### src/hdl/dtf_pkg.sv
// Shared types, character codes and weight helpers for the decimal text converter.
`timescale 1ns / 1ps
`default_nettype none
package dtf_pkg;

  // Default number format: Q31.32 with 16 guard bits in the fraction sum
  localparam int INT_BITS_DEF   = 31;
  localparam int FRAC_BITS_DEF  = 32;
  localparam int GUARD_BITS_DEF = 16;

  // Depth of the queue between the classifier and the accumulator
  localparam int QUEUE_DEPTH = 2;

  // Character codes
  localparam logic [7:0] CH_ZERO  = 8'h30;
  localparam logic [7:0] CH_NINE  = 8'h39;
  localparam logic [7:0] CH_MINUS = 8'h2D;
  localparam logic [7:0] CH_PLUS  = 8'h2B;
  localparam logic [7:0] CH_POINT = 8'h2E;
  localparam logic [7:0] CH_SPACE = 8'h20;
  localparam logic [7:0] CH_TAB   = 8'h09;
  localparam logic [7:0] CH_CR    = 8'h0D;

  // Input item: one character
  typedef struct packed {
    logic [7:0] ch;
    logic       first;
  } dtf_in_t;

  // Result item
  typedef struct packed {
    logic signed [63:0] value;
    logic               saturated;
  } dtf_out_t;

  // Character class found by the front end
  typedef enum logic [2:0] {
    CLS_BLANK,
    CLS_PLUS,
    CLS_MINUS,
    CLS_DIGIT,
    CLS_POINT,
    CLS_OTHER
  } dtf_class_t;

  // Classified item passed through the queue
  typedef struct packed {
    logic       first;
    dtf_class_t cls;
    logic [3:0] digit;
  } dtf_token_t;

  // Parser phase
  typedef enum logic [1:0] {
    PH_DONE,
    PH_LEAD,
    PH_INT,
    PH_FRAC
  } dtf_phase_t;

  // Number of fraction weights until the weight reaches zero, plus the zero entry
  function automatic int weight_count(int acc_bits);
    logic [63:0] w;
    int          n;
    w = (64'd1 << acc_bits) / 10;
    n = 0;
    for (int i = 0; i < 64; i++) begin
      if (w != 64'd0) begin
        n++;
        w = w / 10;
      end
    end
    return n + 1;
  endfunction

  // Weight of fraction digit k: floor(2^acc_bits / 10^(k+1))
  function automatic logic [63:0] weight_at(int acc_bits, int k);
    logic [63:0] w;
    w = (64'd1 << acc_bits) / 10;
    for (int i = 0; i < k; i++) begin
      w = w / 10;
    end
    return w;
  endfunction

endpackage
`default_nettype wire

### src/hdl/decimal_text_to_fixed.sv
// Top level of the decimal text to signed fixed point converter.
`timescale 1ns / 1ps
`default_nettype none
// Takes one ASCII character per item and returns one signed fixed-point
// number (INT_BITS integer bits, FRAC_BITS fraction bits, Q31.32 by default,
// sign-extended to 64 bits) when the first character that does not fit
// "blanks, optional sign, digits, optional point, digits" arrives; NUL ends
// a string this way. A first-marked item starts a new conversion and drops
// any unfinished one. The block takes one character per cycle: the front end
// registers the character class, a two-entry queue follows, and the back end
// does one multiply-by-ten on the integer part or one digit-times-weight add
// on the fraction part per cycle; fraction weights come from a constant
// table. An ending character passes the front-end register and the queue;
// its result is then registered and waits in an output register while later
// characters keep flowing; an ending character that reaches the back end while
// the previous result still waits stalls there until that result is taken.
// Integer overflow clamps the magnitude to all ones and sets saturated.
module decimal_text_to_fixed #(
  parameter int INT_BITS   = dtf_pkg::INT_BITS_DEF,
  parameter int FRAC_BITS  = dtf_pkg::FRAC_BITS_DEF,
  parameter int GUARD_BITS = dtf_pkg::GUARD_BITS_DEF
) (
  input  wire logic             clk,
  input  wire logic             rst,
  input  wire logic             char_valid,
  output logic                  char_ready,
  input  wire dtf_pkg::dtf_in_t char_item,
  output logic                  result_valid,
  input  wire logic             result_ready,
  output dtf_pkg::dtf_out_t     result_item
);

  logic                tok_valid;
  logic                q_full;
  dtf_pkg::dtf_token_t tok;
  logic                q_valid;
  dtf_pkg::dtf_token_t q_token;
  logic                q_pop;

  dtf_front u_front (
    .clk        (clk),
    .rst        (rst),
    .char_valid (char_valid),
    .char_ready (char_ready),
    .char_item  (char_item),
    .tok_valid  (tok_valid),
    .tok_ready  (!q_full),
    .tok        (tok)
  );

  dtf_queue u_queue (
    .clk        (clk),
    .rst        (rst),
    .push       (tok_valid),
    .push_token (tok),
    .full       (q_full),
    .pop        (q_pop),
    .head_valid (q_valid),
    .head_token (q_token)
  );

  dtf_back #(
    .INT_BITS   (INT_BITS),
    .FRAC_BITS  (FRAC_BITS),
    .GUARD_BITS (GUARD_BITS)
  ) u_back (
    .clk          (clk),
    .rst          (rst),
    .q_valid      (q_valid),
    .q_token      (q_token),
    .q_pop        (q_pop),
    .result_valid (result_valid),
    .result_ready (result_ready),
    .result_item  (result_item)
  );

`ifndef SYNTHESIS
  localparam logic [63:0] SatMagChk = (64'd1 << (INT_BITS + FRAC_BITS)) - 64'd1;

  // A clamped result carries the largest magnitude with either sign
  a_sat_value: assert property (@(posedge clk) disable iff (rst)
    result_valid && result_item.saturated |->
      (result_item.value == SatMagChk || result_item.value == 64'd0 - SatMagChk))
    else $error("saturated result without full-scale value");

  // A new result only follows an item taken from the queue
  a_result_source: assert property (@(posedge clk) disable iff (rst)
    $rose(result_valid) |-> $past(q_pop))
    else $error("result appeared without a queue pop");

  // The back end never pops an empty queue
  a_pop_valid: assert property (@(posedge clk) disable iff (rst)
    q_pop |-> q_valid)
    else $error("pop from empty queue");
`endif

endmodule
`default_nettype wire

### src/hdl/dtf_queue.sv
// Small FIFO of classified items between the front end and the accumulator.
`timescale 1ns / 1ps
`default_nettype none
module dtf_queue (
  input  wire logic               clk,
  input  wire logic               rst,
  input  wire logic               push,
  input  wire dtf_pkg::dtf_token_t push_token,
  output logic                    full,
  input  wire logic               pop,
  output logic                    head_valid,
  output dtf_pkg::dtf_token_t     head_token
);

  localparam int Depth  = dtf_pkg::QUEUE_DEPTH;
  localparam int PtrW   = (Depth > 1) ? $clog2(Depth) : 1;
  localparam int CountW = $clog2(Depth + 1);

  dtf_pkg::dtf_token_t slots [Depth];
  logic [PtrW-1:0]     wr_ptr;
  logic [PtrW-1:0]     rd_ptr;
  logic [CountW-1:0]   count;
  logic                do_push;
  logic                do_pop;

  assign full       = (count == CountW'(Depth));
  assign head_valid = (count != '0);
  assign head_token = slots[rd_ptr];
  assign do_push    = push && !full;
  assign do_pop     = pop && head_valid;

  // Store incoming items
  always_ff @(posedge clk) begin
    if (do_push) begin
      slots[wr_ptr] <= push_token;
    end
  end

  // Advance pointers and occupancy
  always_ff @(posedge clk) begin
    if (rst) begin
      wr_ptr <= '0;
      rd_ptr <= '0;
      count  <= '0;
    end else begin
      if (do_push) begin
        wr_ptr <= (wr_ptr == PtrW'(Depth - 1)) ? '0 : wr_ptr + 1'b1;
      end
      if (do_pop) begin
        rd_ptr <= (rd_ptr == PtrW'(Depth - 1)) ? '0 : rd_ptr + 1'b1;
      end
      if (do_push && !do_pop) begin
        count <= count + 1'b1;
      end else if (do_pop && !do_push) begin
        count <= count - 1'b1;
      end
    end
  end

endmodule
`default_nettype wire

### src/hdl/dtf_front.sv
// Front end: accepts characters and registers their class and digit value.
`timescale 1ns / 1ps
`default_nettype none
module dtf_front (
  input  wire logic                clk,
  input  wire logic                rst,
  input  wire logic                char_valid,
  output logic                     char_ready,
  input  wire dtf_pkg::dtf_in_t    char_item,
  output logic                     tok_valid,
  input  wire logic                tok_ready,
  output dtf_pkg::dtf_token_t      tok
);

  dtf_pkg::dtf_token_t tok_next;
  logic [7:0]          digit_code;

  assign char_ready = !tok_valid || tok_ready;
  assign digit_code = char_item.ch - dtf_pkg::CH_ZERO;

  // Classify the character
  always_comb begin
    tok_next.first = char_item.first;
    tok_next.digit = digit_code[3:0];
    if (char_item.ch >= dtf_pkg::CH_ZERO && char_item.ch <= dtf_pkg::CH_NINE) begin
      tok_next.cls = dtf_pkg::CLS_DIGIT;
    end else if (char_item.ch == dtf_pkg::CH_SPACE ||
                 (char_item.ch >= dtf_pkg::CH_TAB && char_item.ch <= dtf_pkg::CH_CR)) begin
      tok_next.cls = dtf_pkg::CLS_BLANK;
    end else if (char_item.ch == dtf_pkg::CH_PLUS) begin
      tok_next.cls = dtf_pkg::CLS_PLUS;
    end else if (char_item.ch == dtf_pkg::CH_MINUS) begin
      tok_next.cls = dtf_pkg::CLS_MINUS;
    end else if (char_item.ch == dtf_pkg::CH_POINT) begin
      tok_next.cls = dtf_pkg::CLS_POINT;
    end else begin
      tok_next.cls = dtf_pkg::CLS_OTHER;
    end
  end

  // Hold the classified item until the queue takes it
  always_ff @(posedge clk) begin
    if (rst) begin
      tok_valid <= 1'b0;
    end else if (char_ready) begin
      tok_valid <= char_valid;
    end
  end

  always_ff @(posedge clk) begin
    if (char_valid && char_ready) begin
      tok <= tok_next;
    end
  end

endmodule
`default_nettype wire

### src/hdl/dtf_back.sv
// Back end: parser state, integer and fraction accumulators, result register.
`timescale 1ns / 1ps
`default_nettype none
module dtf_back #(
  parameter int INT_BITS   = dtf_pkg::INT_BITS_DEF,
  parameter int FRAC_BITS  = dtf_pkg::FRAC_BITS_DEF,
  parameter int GUARD_BITS = dtf_pkg::GUARD_BITS_DEF
) (
  input  wire logic                clk,
  input  wire logic                rst,
  input  wire logic                q_valid,
  input  wire dtf_pkg::dtf_token_t q_token,
  output logic                     q_pop,
  output logic                     result_valid,
  input  wire logic                result_ready,
  output dtf_pkg::dtf_out_t        result_item
);

  localparam int AccBits  = FRAC_BITS + GUARD_BITS;
  localparam int NumW     = dtf_pkg::weight_count(AccBits);
  localparam int KW       = $clog2(NumW);
  localparam int ProdBits = INT_BITS + 4;
  localparam logic [63:0] SatMag = (64'd1 << (INT_BITS + FRAC_BITS)) - 64'd1;

  // Fraction weight table, last entry zero
  logic [AccBits-1:0] weight_rom [NumW];
  for (genvar g = 0; g < NumW; g++) begin : g_weight
    localparam logic [63:0] WFull = dtf_pkg::weight_at(AccBits, g);
    assign weight_rom[g] = WFull[AccBits-1:0];
  end

  // Parser state
  dtf_pkg::dtf_phase_t phase, phase_next;
  logic                negative, negative_next;
  logic [INT_BITS-1:0] int_accum, int_accum_next;
  logic [AccBits-1:0]  frac_accum, frac_accum_next;
  logic [KW-1:0]       frac_idx, frac_idx_next;
  logic                overflowed, overflowed_next;

  // State as seen by this item (fresh on a first-marked item)
  dtf_pkg::dtf_phase_t ph_e;
  logic                neg_e;
  logic [INT_BITS-1:0] int_e;
  logic [AccBits-1:0]  frac_e;
  logic [KW-1:0]       idx_e;
  logic                ovf_e;

  logic                go_int;
  logic                emit;
  logic [ProdBits-1:0] int_prod;
  logic [AccBits+3:0]  frac_prod;
  logic [AccBits+3:0]  frac_sum;
  logic [63:0]         mag;
  dtf_pkg::dtf_out_t   res_next;

  always_comb begin
    ph_e   = q_token.first ? dtf_pkg::PH_LEAD : phase;
    neg_e  = q_token.first ? 1'b0 : negative;
    int_e  = q_token.first ? '0 : int_accum;
    frac_e = q_token.first ? '0 : frac_accum;
    idx_e  = q_token.first ? '0 : frac_idx;
    ovf_e  = q_token.first ? 1'b0 : overflowed;
  end

  // Multiply-add datapaths
  assign int_prod  = {1'b0, int_e, 3'b000} + {3'b000, int_e, 1'b0} +
                     ProdBits'(q_token.digit);
  assign frac_prod = (AccBits + 4)'(weight_rom[idx_e]) * (AccBits + 4)'(q_token.digit);
  assign frac_sum  = frac_prod + (AccBits + 4)'(frac_e);

  // Result from the state before this item
  always_comb begin
    if (ovf_e) begin
      mag = SatMag;
    end else begin
      mag = 64'({int_e, frac_e[AccBits-1:GUARD_BITS]});
    end
    res_next.value     = neg_e ? (64'd0 - mag) : mag;
    res_next.saturated = ovf_e;
  end

  // Next state and emit decision
  always_comb begin
    phase_next      = ph_e;
    negative_next   = neg_e;
    int_accum_next  = int_e;
    frac_accum_next = frac_e;
    frac_idx_next   = idx_e;
    overflowed_next = ovf_e;
    emit            = 1'b0;
    go_int          = 1'b0;
    unique case (ph_e)
      dtf_pkg::PH_DONE: begin
        // idle: drop the item
      end
      dtf_pkg::PH_LEAD: begin
        case (q_token.cls) inside
          dtf_pkg::CLS_BLANK: begin
          end
          dtf_pkg::CLS_PLUS, dtf_pkg::CLS_MINUS: begin
            negative_next = (q_token.cls == dtf_pkg::CLS_MINUS);
            phase_next    = dtf_pkg::PH_INT;
          end
          default: begin
            phase_next = dtf_pkg::PH_INT;
            go_int     = 1'b1;
          end
        endcase
      end
      dtf_pkg::PH_INT: begin
        go_int = 1'b1;
      end
      dtf_pkg::PH_FRAC: begin
        if (q_token.cls == dtf_pkg::CLS_DIGIT) begin
          frac_accum_next = frac_sum[AccBits-1:0];
          if (idx_e != KW'(NumW - 1)) begin
            frac_idx_next = idx_e + 1'b1;
          end
        end else begin
          emit = 1'b1;
        end
      end
      default: begin
      end
    endcase
    if (go_int) begin
      if (q_token.cls == dtf_pkg::CLS_DIGIT) begin
        if (ovf_e || int_prod[ProdBits-1:INT_BITS] != '0) begin
          overflowed_next = 1'b1;
          int_accum_next  = '1;
        end else begin
          int_accum_next = int_prod[INT_BITS-1:0];
        end
      end else if (q_token.cls == dtf_pkg::CLS_POINT) begin
        phase_next = dtf_pkg::PH_FRAC;
      end else begin
        emit = 1'b1;
      end
    end
    if (emit) begin
      phase_next = dtf_pkg::PH_DONE;
    end
  end

  // Take an item unless it would emit into a full result register
  assign q_pop = q_valid && (!emit || !result_valid || result_ready);

  // Parser state registers
  always_ff @(posedge clk) begin
    if (rst) begin
      phase      <= dtf_pkg::PH_DONE;
      negative   <= 1'b0;
      int_accum  <= '0;
      frac_accum <= '0;
      frac_idx   <= '0;
      overflowed <= 1'b0;
    end else if (q_pop) begin
      phase      <= phase_next;
      negative   <= negative_next;
      int_accum  <= int_accum_next;
      frac_accum <= frac_accum_next;
      frac_idx   <= frac_idx_next;
      overflowed <= overflowed_next;
    end
  end

  // Result register
  always_ff @(posedge clk) begin
    if (rst) begin
      result_valid <= 1'b0;
    end else if (q_pop && emit) begin
      result_valid <= 1'b1;
    end else if (result_ready) begin
      result_valid <= 1'b0;
    end
  end

  always_ff @(posedge clk) begin
    if (q_pop && emit) begin
      result_item <= res_next;
    end
  end

endmodule
`default_nettype wire

### config.mk
export PLATFORM = sky130hd
export DESIGN_NAME = decimal_text_to_fixed
export DESIGN_NICKNAME = d
export VERILOG_FILES = /design/src/hdl/dtf_pkg.sv /design/src/hdl/decimal_text_to_fixed.sv /design/src/hdl/dtf_queue.sv /design/src/hdl/dtf_front.sv /design/src/hdl/dtf_back.sv
export SDC_FILE = /design/constraint.sdc
export NUM_CORES = 1
export LEC_CHECK = 0
export ABC_AREA = 1
export BUFFER_PORTS_ARGS = -buffer_cell sky130_fd_sc_hd__buf_4
export CORE_ASPECT_RATIO = 0.75
export CORE_MARGIN = 5
export CORE_UTILIZATION = 30
export CTS_CLUSTER_DIAMETER = 120
export DETAILED_ROUTE_END_ITERATION = 12
export PLACE_DENSITY = 0.55
export SETUP_SLACK_MARGIN = 0.5
export SLEW_MARGIN = 20
export SYNTH_ARGS = -nofsm -noshare
export SYNTH_HDL_FRONTEND = slang
export SYNTH_SLANG_ARGS = --single-unit
### constraint.sdc
create_clock -name clk -period 14.8 [get_ports clk]
set_input_delay 0.74 -clock clk [delete_from_list [all_inputs] [get_ports clk]]
set_output_delay 0.74 -clock clk [all_outputs]
set_load 0.03 [all_outputs]
**Yosys cells after proc, flatten, opt, wreduce, memory -nomap -nowiden**

Memory sizes are Yosys's and may differ from the RTL's. A register that Yosys moved wholly into a read port is not among the register bits.
Index checks and enable logic that the tools add are counted.
Widths: inputs -> output; s select.

- Add/sub/neg operators: 10
- $mul: 1
- $lt $le $gt $ge: 5
- Eq/ne operators: 13
- Mux-type cells: 52
- Bitwise logic cells: 1
- Reduce and logical (&&, ||, !) cells: 27

Operator list:

| cell | count |
|---|---|
| $mux 48 | 5 |
| $mux 31 | 4 |
| $mux 64 | 1 |
| $sub 1x63->64 const A | 1 |
| $mux 63 | 1 |
| $add 48x48->48 | 1 |
| $mul 48x4->48 | 1 |
| $add 34x32->35 | 1 |
| $add 35x4->35 | 1 |
| $eq 8x6->1 const B | 4 |
| $mux 1 | 24 |
| $mux 2 | 12 |
| $mux 4 | 4 |
| $logic_and 1x1->1 | 9 |
| $ge 8x4->1 const B | 1 |
| $ge 8x6->1 const B | 1 |
| $le 8x4->1 const B | 1 |
| $le 8x6->1 const B | 1 |
| $eq 2x2->1 const B | 3 |
| $eq 3x2->1 const B | 2 |
| $logic_not 1->1 | 6 |
| $reduce_bool 2->1 | 3 |
| $ge 5x5->1 const B | 1 |
| $logic_or 1x1->1 | 5 |
| 15 further kinds | 16 |

- Register bits: 166
- Memory bits (writable): 16
- Memory bits (read-only): 768
- Input port bits: 13
- Output and inout bits: 67
- Logic and storage cells: 128
- Memories: 2

Memory list:

| memory | words | width | read ports | clocked after memory_dff | write ports | line | source |
|---|---|---|---|---|---|---|---|
| (name not given) | 16 | 48 | 1 | 0 | 0 | dtf_back.sv:68 | `assign frac_prod = (AccBits + 4)'(weight_rom[idx_e]) * (AccBits + 4)'(q_token.digit);` |
| u_queue.slots | 2 | 8 | 1 | 1 | 1 | dtf_queue.sv:19 | `dtf_pkg::dtf_token_t slots [Depth];` |

**Longest topological paths before layout**

Gate-level depths: netlist of run 1.

- Depth in word-level cells: 14
- Mapped depth: 35
- Mapped depth without buffers: 33

**Hierarchy**

A second synthesis of run 1 with hierarchy kept.

- Cell total of the unflattened synthesis: 3,012
- Area total of the unflattened synthesis: 20,282.0 um^2

Modules (own cells, without submodules):

| module | instances | cells an instance | area each (um^2) | seq. area each (um^2) |
|---|---|---|---|---|
| dtf_back | 1 | 2,898 | 19,012.0 | 3,713.6 |
| dtf_queue | 1 | 62 | 819.5 | 580.6 |
| dtf_front | 1 | 51 | 446.7 | 260.2 |
| decimal_text_to_fixed | 1 | 1 | 3.8 | 0.0 |

**Worst setup path before layout of run 1**

No wires, ideal clock.

- Path type: register to register
- From: register with a tool-made name
- To: register u_back.frac_accum[29]
- Library setup time: 0.109 ns
- Arrival: 5.479 ns
- Required time: 14.691 ns
- Path slack: 9.211 ns
- Cell stages (with the launch flop): 32
- Buffers on the path: 2
- Clock period less this slack: 5.589 ns
- Cell sequence: dfxtp_1 -> inv_1 -> nand2_1 -> nand2_2 -> buf_4 -> buf_2 -> nor2_2 -> inv_1 -> ha_1 -> inv_1 -> o21ai_1 -> nor2_1 -> a31oi_1 -> nor2_1 -> fa_1 -> fa_1 -> inv_1 -> fa_1 -> inv_1 -> ha_1 -> or2_2 -> and2_1 -> a21oi_1 -> inv_1 -> nand2_1 -> nand2_1 -> nand2_1 -> nand3b_1 -> nand3_1 -> o211ai_1 -> nand2_1 -> inv_1

RTL lines:

| item | line | source |
|---|---|---|
| end signal, assigned | dtf_back.sv:161 | `frac_accum <= frac_accum_next;` |
| end, declared | dtf_back.sv:36 | `logic [AccBits-1:0] frac_accum, frac_accum_next;` |

==> results of run 1 <==
==> flip-flops by register name, summed over array words and instances, names as in the netlist, named ones only <==
name and count:
u_back.frac_accum 48, u_back.frac_idx 4, u_back.int_accum 31, u_back.negative 1, u_back.overflowed 1, u_back.phase 2
u_back.result_item 65, u_back.result_valid 1, u_front.tok 8, u_front.tok_valid 1, u_queue.count 2, u_queue.rd_ptr 1
u_queue.slots 16, u_queue.wr_ptr 1
==> routing by layer <==
layer,up-vias,wire length (um),part of all wire,global-route usage
met5,-,0,0,0
li1,9865,-,-,-
met4,0,903,0.013,0.0378
met2,821,25100,0.35,0.235
met3,43,8230,0.12,0.0626
met1,9006,36900,0.52,0.307
==> worst register-to-register path: cells and delay by family (launching register included) <==
| family | cells | cell delay (ps) |
|---|---|---|
| DFF | 1 | 560 |
| and+or+nand+nor | 11 | 1500 |
| buffers and inverters | 6 | 1040 |
| adders and majority gates | 5 | 2300 |
| AOI/OAI and AO/OA | 6 | 1680 |
==> worst paths after layout <==
check | from | slack, ps | end
hold reg to reg | u_front.tok[3] | 450 | u_queue.slots[1][3]
setup reg to reg | flop | 7630 | u_back.frac_accum[44]
hold / removal | char_item[0] | 420 | u_front.tok[7]
setup / recovery | flop | 7630 | u_back.frac_accum[44]
==> cells by family (layout without fill, tap and decap cells) <==
| kind of cell | after synthesis | in the layout | synth area share |
|---|---|---|---|
| AO/OA/AOI/OAI | 457 | 457 | 0.117 |
| buffers and inverters | 617 | 652 | 0.118 |
| AND/OR/NAND/NOR | 1516 | 1516 | 0.306 |
| XOR/XNOR | 81 | 81 | 0.0344 |
| other | 0 | 1 | 0 |
| flip-flops | 183 | 183 | 0.221 |
| adder cells (fa/ha/maj) | 261 | 261 | 0.204 |
==> through the flow <==
| step | setup WS, ps | util | instance area [um^2] | std cells | hold slack, ps |
|---|---|---|---|---|---|
| 5_1_grt | 7130 | 0.331 | 22700 | 4042 | 394 |
| 4_1_cts | 7710 | 0.331 | 22700 | 4042 | 379 |
| 2_1_floorplan | 9210 | - | 20700 | 3115 | 421 |
| 3_5_place_dp | 7720 | 0.323 | 22100 | 4010 | 437 |
| 3_3_place_gp | 7810 | 0.323 | 22100 | 4010 | 433 |
| 6_report | 7630 | 0.332 | 22700 | 4043 | 423 |
==> cell usage after synthesis (46+ instances only) <==
cell      instances  share of area
dfxtp_1          94          0.091
nand2_1         710           0.13
xor2_1           61          0.026
edfxtp_1         89           0.13
nand3_1         167          0.040
clkbuf_1         46         0.0084
inv_1           517          0.094
ha_1            136          0.082
a21oi_1         214          0.052
nor2_1          483          0.088
o21ai_0         173          0.042
fa_1            125           0.12
==> layout make-up <==
type                    count  area (um^2)  area share
diodes                      1         2.50    0.000110
inverters                 525         1970      0.0870
clock inverters            14          166     0.00735
repair buffers             95          713      0.0315
multi-input cells        2315        13700       0.605
well taps                 892         1120      0.0493
flip-flops and latches    183         4550       0.201
clock buffers              18          429      0.0189
==> qor.txt, run 1 <==
commonest cells after routing, fill and taps aside: nand2_1, inv_1, nor2_1
WP data required: 15190 ps
Hold Path Stages: 1
clk_skew: 19.0 ps
outcome: completed
Root Buffer: clkbuf_16
clock transition at the registers of the reported paths: 80 ps
Top delay family on crit path: adder cells
full die area: 0.0742 mm^2
largest net degree at the start of global routing: 70
Rows: 83
later-pin clock latency in the skew report: 500 ps
GRT overflow: 0
Seq/Total Area, Yosys: 0.221
WP data arrival: 7560 ps
first-pass GRT wire length: 109 mm
via count: 19735
vias in the first global route: 18152
slowest stage delay, CP: 570 ps
Fillers: 7523
initial antenna violation count: 1
Post-CTS Resized: 0
clock sink count: 183
Top Ports: 80
Global Route Usage Sum: 0.189
CTS buffer count: 17
CTS tree: built
CP endpoint kind: flop
max-cap viol count: 0
post-route setup TNS: 0 ps
number of synthesized flops with an enable pin: 89
Hold WC Path Type: input port to flop
Mapped Area: 0.0207 mm^2
gpl congestion: 0.961
RSZ-0062 raised after global routing: no
syn nets: 3389
post-CTS setup buffers: 0
Seq cells post-synth: 183
reg2reg path depth: 28
Max Clk Rate: 140 MHz
syn avg cell area: 6.63 um^2
CTS hold repair buffers: 0
most common cell after layout, fill and taps aside: nand2_1
CP max FO: 51
Worst-Margin Slew: 1070 ps
Slew headroom: 0.283
Net count, final: 3411
Clock Path Buffers: 2
Syn. warnings: 0
Detailed Route WL: 71.2 mm
CP bufs+invs: 6
Tcrit/Tclk final: 0.484
DRT Pass-1 Iters: 6
Fin. Hold Viols: 0
Routed Antenna Nets: 0
Critical Path Slowest Stage Cell: o21ai_0
DR DRC count: 0
Setup CP Type: flop to flop
port bufs: 79
critical path depth: 28
core region area: 0.0683 mm^2
most frequent CP cell: inv_1
Syn-to-layout area delta: 9.69%
Iter 0 DRT Violations: 2194
setup violators final: 0
DP Wirelength: 56.8 mm
startpoint types: flop
Final min period: 7170 ps
share of layout cells above drive strength 1: 0.0648
effective utilization at floorplan: 0.302
vias per inst: 4.88
H-tree depth: 4
Horiz. Die Dim: 313 um
Distinct cells, synth: 48
Cells after Synth: 3115
ys flop type: dfxtp_1
Die Y-Extent: 237 um
Slew Limit Fails: 0
asr flop ratio synth: 0
DR WL/cell: 17.6 um
Power of run 1 is left out: the tool's default activity adds up to more than one toggle a clock period on the data nets, which glitch-free logic cannot reach.
==> run 2, diff against run 1 <==
--- a/config.mk
+++ b/config.mk
@@ -5,14 +5,14 @@
 export SDC_FILE = /design/constraint.sdc
 export NUM_CORES = 1
 export LEC_CHECK = 0
-export ABC_AREA = 1
+export ABC_AREA = 0
 export BUFFER_PORTS_ARGS = -buffer_cell sky130_fd_sc_hd__buf_4
 export CORE_ASPECT_RATIO = 0.75
 export CORE_MARGIN = 5
 export CORE_UTILIZATION = 30
 export CTS_CLUSTER_DIAMETER = 120
 export DETAILED_ROUTE_END_ITERATION = 12
-export PLACE_DENSITY = 0.55
+export PLACE_DENSITY = 0.56
 export SETUP_SLACK_MARGIN = 0.5
 export SLEW_MARGIN = 20
 export SYNTH_ARGS = -nofsm -noshare
==> constraint.sdc (replaced) <==
create_clock -name clk -period 6.1 [get_ports clk]
set_input_delay 0.305 -clock clk [delete_from_list [all_inputs] [get_ports clk]]
set_output_delay 0.305 -clock clk [all_outputs]
set_load 0.03 [all_outputs]
==> qor.txt, run 2 <==
Global Route Usage Sum: 0.173
DR DRC count: 0
Horiz. Die Dim: 298 um
Cells after Synth: 2293
Iter 0 DRT Violations: 1679
share of the synthesized area in the top cell type: 0.144
CP max FO: 6
LEAKAGE: 9.63 nW
reg2reg path depth: 22
worst reg2reg startpoint: u_queue.slots[0][7]
full die area: 0.0671 mm^2
Distinct cells, synth: 90
Top Ports: 80
vias per inst: 5.22
Rows: 79
Cell Pwr Density: 352 mW/mm^2
Hold WC Path Type: input port to flop
Seq/Total Area, Yosys: 0.245
number of synthesized flops with an enable pin: 89
GRT overflow: 0
CTS tree: built
clk_skew: 11.7 ps
worst vdd rail ir drop: 0.000181 V
vias in the first global route: 16093
syn avg cell area: 8.11 um^2
synth cell count leaders: nor2_1, inv_1, nand2_1, a21oi_1, ha_1
asr flop ratio synth: 0
first-pass GRT wire length: 92.9 mm
DP Wirelength: 46.8 mm
Syn. warnings: 0
Most flops, register: u_back.result_item
Final min period: 5740 ps
Mapped Area: 0.0186 mm^2
Max Clk Rate: 174 MHz
initial antenna violation count: 1
syn nets: 2567
via count: 16820
top-count cell post-synth: nor2_1
WP data required: 6490 ps
multi-input logic area: 0.0136 mm^2
gpl congestion: 0.919
top post-synthesis cells by area: edfxtp_1, fa_1, dfxtp_1
core region area: 0.0617 mm^2
Final Cell Area: 0.0222 mm^2
Setup CP Type: flop to flop
H-tree depth: 4
Routed Antenna Nets: 0
WP data arrival: 6140 ps
setup violators final: 0
FF/Latch Area: 0.00456 mm^2
Syn-to-layout area delta: 19.5%
Net count, final: 2671
flop2flop setup slack: 360 ps
Seq cells post-synth: 183
Fin. Hold Viols: 0
CP endpoint kind: flop
RSZ-0062 raised after global routing: yes
DRT Pass-1 Iters: 6
max-cap viol count: 0
clock sink count: 183
DP Area: 0.0207 mm^2
Slew Limit Fails: 0
effective utilization at floorplan: 0.302
DR WL/cell: 18.4 um
largest net degree at the start of global routing: 66
most common cell after layout, fill and taps aside: nor2_1
R2R Path End: u_back.frac_accum[47]
Tcrit/Tclk final: 0.942
biggest registers after layout: u_back.result_item (65), u_back.frac_accum (48), u_back.int_accum (31)
Slew headroom: 0.349
Largest register FFs: 65
port bufs: 79
post-route setup TNS: 0 ps
share of layout cells above drive strength 1: 0.168
Critical Path Start: u_queue.slots[0][7]
clock transition at the registers of the reported paths: 70 ps
antenna diode count: 0
Detailed Route WL: 59.2 mm
CTS buffer count: 17
post-synth top area cell: edfxtp_1
Worst-Margin Slew: 969 ps
Root Buffer: clkbuf_16
ys flop type: dfxtp_1
later-pin clock latency in the skew report: 470 ps
Fillers: 6418
Die Y-Extent: 226 um
Clock Path Buffers: 2
fin util: 0.360
crit path capture: u_back.frac_accum[47]
startpoint types: flop
commonest cells after routing, fill and taps aside: nor2_1, inv_1, nand2_1
outcome: completed
==> run 2: how the worst min path moves through the flow <==
stage	endpoint	slack [ps]	startpoint	cells after the start
after CTS	u_front.tok[0]	40	char_item[1]	1
after global routing	u_front.tok[3]	70	char_item[4]	1
final	u_front.tok[0]	70	char_item[1]	1
after detailed placement	u_back.phase[0]	460	u_back.phase[0]	2
after floorplan	u_front.tok[0]	400	char_item[1]	0
after global placement	u_queue.slots[0][2]	440	u_front.tok[2]	0
==> run 2: routing by layer <==
layer	vias to the layer above	track usage	wire, um
met1	8148	0.265	30000
met4	4	0.0386	814
li1	8077	-	-
met3	42	0.0446	4810
met5	-	0.00560	63
met2	549	0.241	23500
==> run 2: power breakdown <==
part	switching [W]	internal (W)
sequential	0.0000771	0.00145
combinational	0.00309	0.00202
clock	0.000535	0.000647
total	0.00370	0.00411
==> run 2: kinds of logic after synthesis <==
kind of cell,synth area share
xor gates and xnor gates,0.0527
muxes,0.0104
AOI/OAI and AO/OA,0.189
and+or+nand+nor,0.207
buffers and inverters,0.0710
adders and majority gates,0.226
DFF,0.245
==> run 2: worst max-delay path: stages, from the launching register on <==
cell	delay, ps
edfxtp_1	430
mux2i_4	210
buf_12	160
nand2_8	90
ha_4	200
o21a_1	170
o22ai_2	170
a31oi_2	70
or2_4	250
fa_1	540
fa_1	460
fa_1	560
inv_2	50
ha_4	250
a21oi_1	90
nand4b_1	320
a211o_4	450
a211oi_4	340
a211oi_4	140
o2111ai_2	240
a21oi_2	90
or2_0	240
o211ai_1	150
==> run 2: cell type report <==
cell class              instances  area share
multi-input cells            1763       0.612
flip-flops and latches        183       0.205
repair buffers                197      0.0698
well taps                     810      0.0456
inverters                     235      0.0404
clock buffers                  18      0.0193
clock inverters                14     0.00783
==> run 2: stage by stage <==
step | instances | power [W] | worst slack [ps] | hold slack [ps]
floorplan | 2293 | 0.00490 | 282 | 404
global placement | 3140 | 0.00610 | 208 | 435
detailed placement | 3140 | 0.00612 | 85.0 | 459
CTS | 3192 | 0.00752 | 408 | 44.2
global route | 3220 | 0.00844 | 145 | 69.3
finish | 3220 | 0.00781 | 357 | 74.9
==> run 2: repair_timing <==
| item | CTS | global route |
|---|---|---|
| gates resized for setup | 62 | 77 |
| pin swaps | 45 | 62 |
| endpoints found under the hold margin | 1 | 0 |
| buffers inserted | 19 | 28 |
| endpoints found under the setup margin | 22 | 54 |
| hold buffers | 1 | 0 |
Note: power is estimated with default switching activity, not from simulation.
==> run 3, diff against run 2 <==
--- a/config.mk
+++ b/config.mk
@@ -12,6 +12,7 @@
 export CORE_UTILIZATION = 30
 export CTS_CLUSTER_DIAMETER = 120
 export DETAILED_ROUTE_END_ITERATION = 12
+export MAX_ROUTING_LAYER = met4
 export PLACE_DENSITY = 0.56
 export SETUP_SLACK_MARGIN = 0.5
 export SLEW_MARGIN = 20
==> qor.txt, run 3 (same netlist as run 2, synthesis figures left out) <==
CP max FO: 7
slowest stage delay, CP: 570 ps
worst reg2reg startpoint: u_queue.slots[0][7]
most frequent CP cell: fa_1
vias in the first global route: 16402
critical path depth: 23
core region area: 0.0617 mm^2
Worst-Margin Slew: 1080 ps
Int Power: 0.00417 W
DP Cell Count: 3147
Hold Path End: u_front.tok[7]
DR WL/cell: 18.6 um
DP Wirelength: 47.1 mm
later-pin clock latency in the skew report: 490 ps
Fin. Hold Viols: 0
Non-Filler Instances: 3226
Routed Antenna Nets: 0
clock transition at the registers of the reported paths: 70 ps
via count: 16904
gpl congestion: 0.907
flop2flop setup slack: 420 ps
overall power: 0.00793 W
Clk pwr share: 0.146
Top Ports: 80
max-cap viol count: 0
Largest register FFs: 65
biggest registers after layout: u_back.result_item (65), u_back.frac_accum (48), u_back.int_accum (31)
DRT Pass-1 Iters: 7
clk_skew: 25.8 ps
CP cell instances: mux2i_4 -> buf_12 -> nand2_8 -> ha_4 -> buf_4 -> o22ai_4 -> a221oi_2 -> or2_4 -> fa_1 -> fa_1 -> fa_1 -> inv_2 -> ha_4 -> a21oi_2 -> nand4b_1 -> a211o_4 -> a211oi_2 -> buf_4 -> a211oi_4 -> o2111ai_2 -> a21oi_2 -> or2_0 -> o211ai_1
startpoint types: flop
Cell Pwr Density: 353 mW/mm^2
largest net degree at the start of global routing: 66
full die area: 0.0671 mm^2
Most flops, register: u_back.result_item
Iter 0 DRT Violations: 1530
clock sink count: 183
Tcrit/Tclk final: 0.931
P_sw: 0.00377 W
Top delay family on crit path: adder cells
pre-CTS setup slack: 151 ps
share of layout cells above drive strength 1: 0.179
Hold Path Stages: 1
Root Buffer: clkbuf_16
Clock Path Buffers: 2
R2R Path End: u_back.frac_accum[47]
Rows: 79
Final min period: 5680 ps
min-delay src: char_item[0]
CP bufs+invs: 4
sequential share of power: 0.192
port bufs: 79
CP endpoint kind: flop
Slew headroom: 0.279
Die Y-Extent: 226 um
effective utilization at floorplan: 0.302
Detailed Route WL: 60.1 mm
WP data arrival: 6080 ps
CTS buffer count: 17
post-route setup TNS: 0 ps
Syn-to-layout area delta: 20.7%
Hold WC Path Type: input port to flop
Horiz. Die Dim: 298 um
LEAKAGE: 9.67 nW
GRT overflow: 0
setup violators final: 0
initial antenna violation count: 1
Max Clk Rate: 176 MHz
Setup CP Type: flop to flop
Net count, final: 2676
outcome: completed
switch share: 0.475
commonest cells after routing, fill and taps aside: nor2_1, inv_1, nand2_1, buf_4, fa_1
RSZ-0062 raised after global routing: yes
first-pass GRT wire length: 93.9 mm
Global Route Usage Sum: 0.180
CTS tree: built
worst setup margin: 418 ps
Critical Path Slowest Stage Cell: fa_1
CTS hold repair buffers: 0
combinational power share: 0.662
H-tree depth: 4
most common cell after layout, fill and taps aside: nor2_1
DR DRC count: 0
worst vdd rail ir drop: 0.000186 V
Slew Limit Fails: 0
WP data required: 6500 ps
reg2reg path depth: 23
vias per inst: 5.24
## run 3: changes by cell type in the layout (fill, tap and decap cells not counted), moves of 4 or more
| cell | change |
|---|---|
| a21oi_1 | -4 |
| a21oi_2 | +6 |
| buf_6 | +5 |
| ha_1 | -7 |
| ha_4 | +7 |
| inv_6 | +6 |
| nand3_2 | +4 |
| o21ai_0 | +4 |
| o21ai_1 | -4 |
## run 3: worst max path at each step
| stage | from | to |
|---|---|---|
| after floorplan | flop | u_back.frac_accum[47] |
| after global placement | flop | u_back.frac_accum[47] |
| after detailed placement | flop | u_back.frac_accum[47] |
| after CTS | u_queue.slots[0][7] | u_back.frac_accum[44] |
| after global routing | u_queue.slots[0][7] | u_back.frac_accum[47] |
| final | u_queue.slots[0][7] | u_back.frac_accum[47] |
## run 3: power by group through the flow
stage                     clock network [W]  registers [W]  logic (W)
after global placement                    0        0.00154    0.00458
after floorplan                           0        0.00169    0.00321
after global routing                0.00124        0.00154    0.00579
after detailed placement                  0        0.00155    0.00460
final                               0.00116        0.00152    0.00525
after CTS                           0.00119        0.00152    0.00487
## run 3: final cells by class
type,instances,area [um^2]
Clock inverter,14,163
Inverter,235,902
Multi-Input combinational cell,1763,13800
Clock buffer,18,429
Antenna cell,1,2.50
Sequential cell,183,4560
Fill cell,6379,39200
Tap cell,810,1010
Timing Repair Buffer,202,1630
## run 3: repair_timing
item	CTS	global route
buffers inserted	25	21
pin swaps	58	58
endpoints found under the setup margin	21	32
gates resized for setup	88	80
cloned	0	0
## run 3: stage by stage
stage               area (um^2)  hold slack (ps)   util
finish                    22500             26.2  0.364
global route              22500             15.1  0.364
CTS                       21900             4.97  0.356
detailed placement        20700              447  0.336
global placement          20700              429  0.336
floorplan                 19000              404      -
## run 3: worst reg2reg max path: cells and delay by family, from the launching register on
| family | cells | cell delay, ps |
|---|---|---|
| compound gates | 9 | 1520 |
| fa+ha+maj | 5 | 2070 |
| buf+inv | 4 | 520 |
| flops | 1 | 420 |
| mux | 1 | 200 |
| simple gates | 4 | 850 |
## run 3: layer usage
layer	wire (um)	vias to the layer above	track usage	share of wire
li1	-	8066	-	-
met1	30500	8222	0.268	0.51
met2	23900	556	0.244	0.40
met3	4750	60	0.0453	0.079
met4	886	0	0.0404	0.015
met5	0	-	-	0
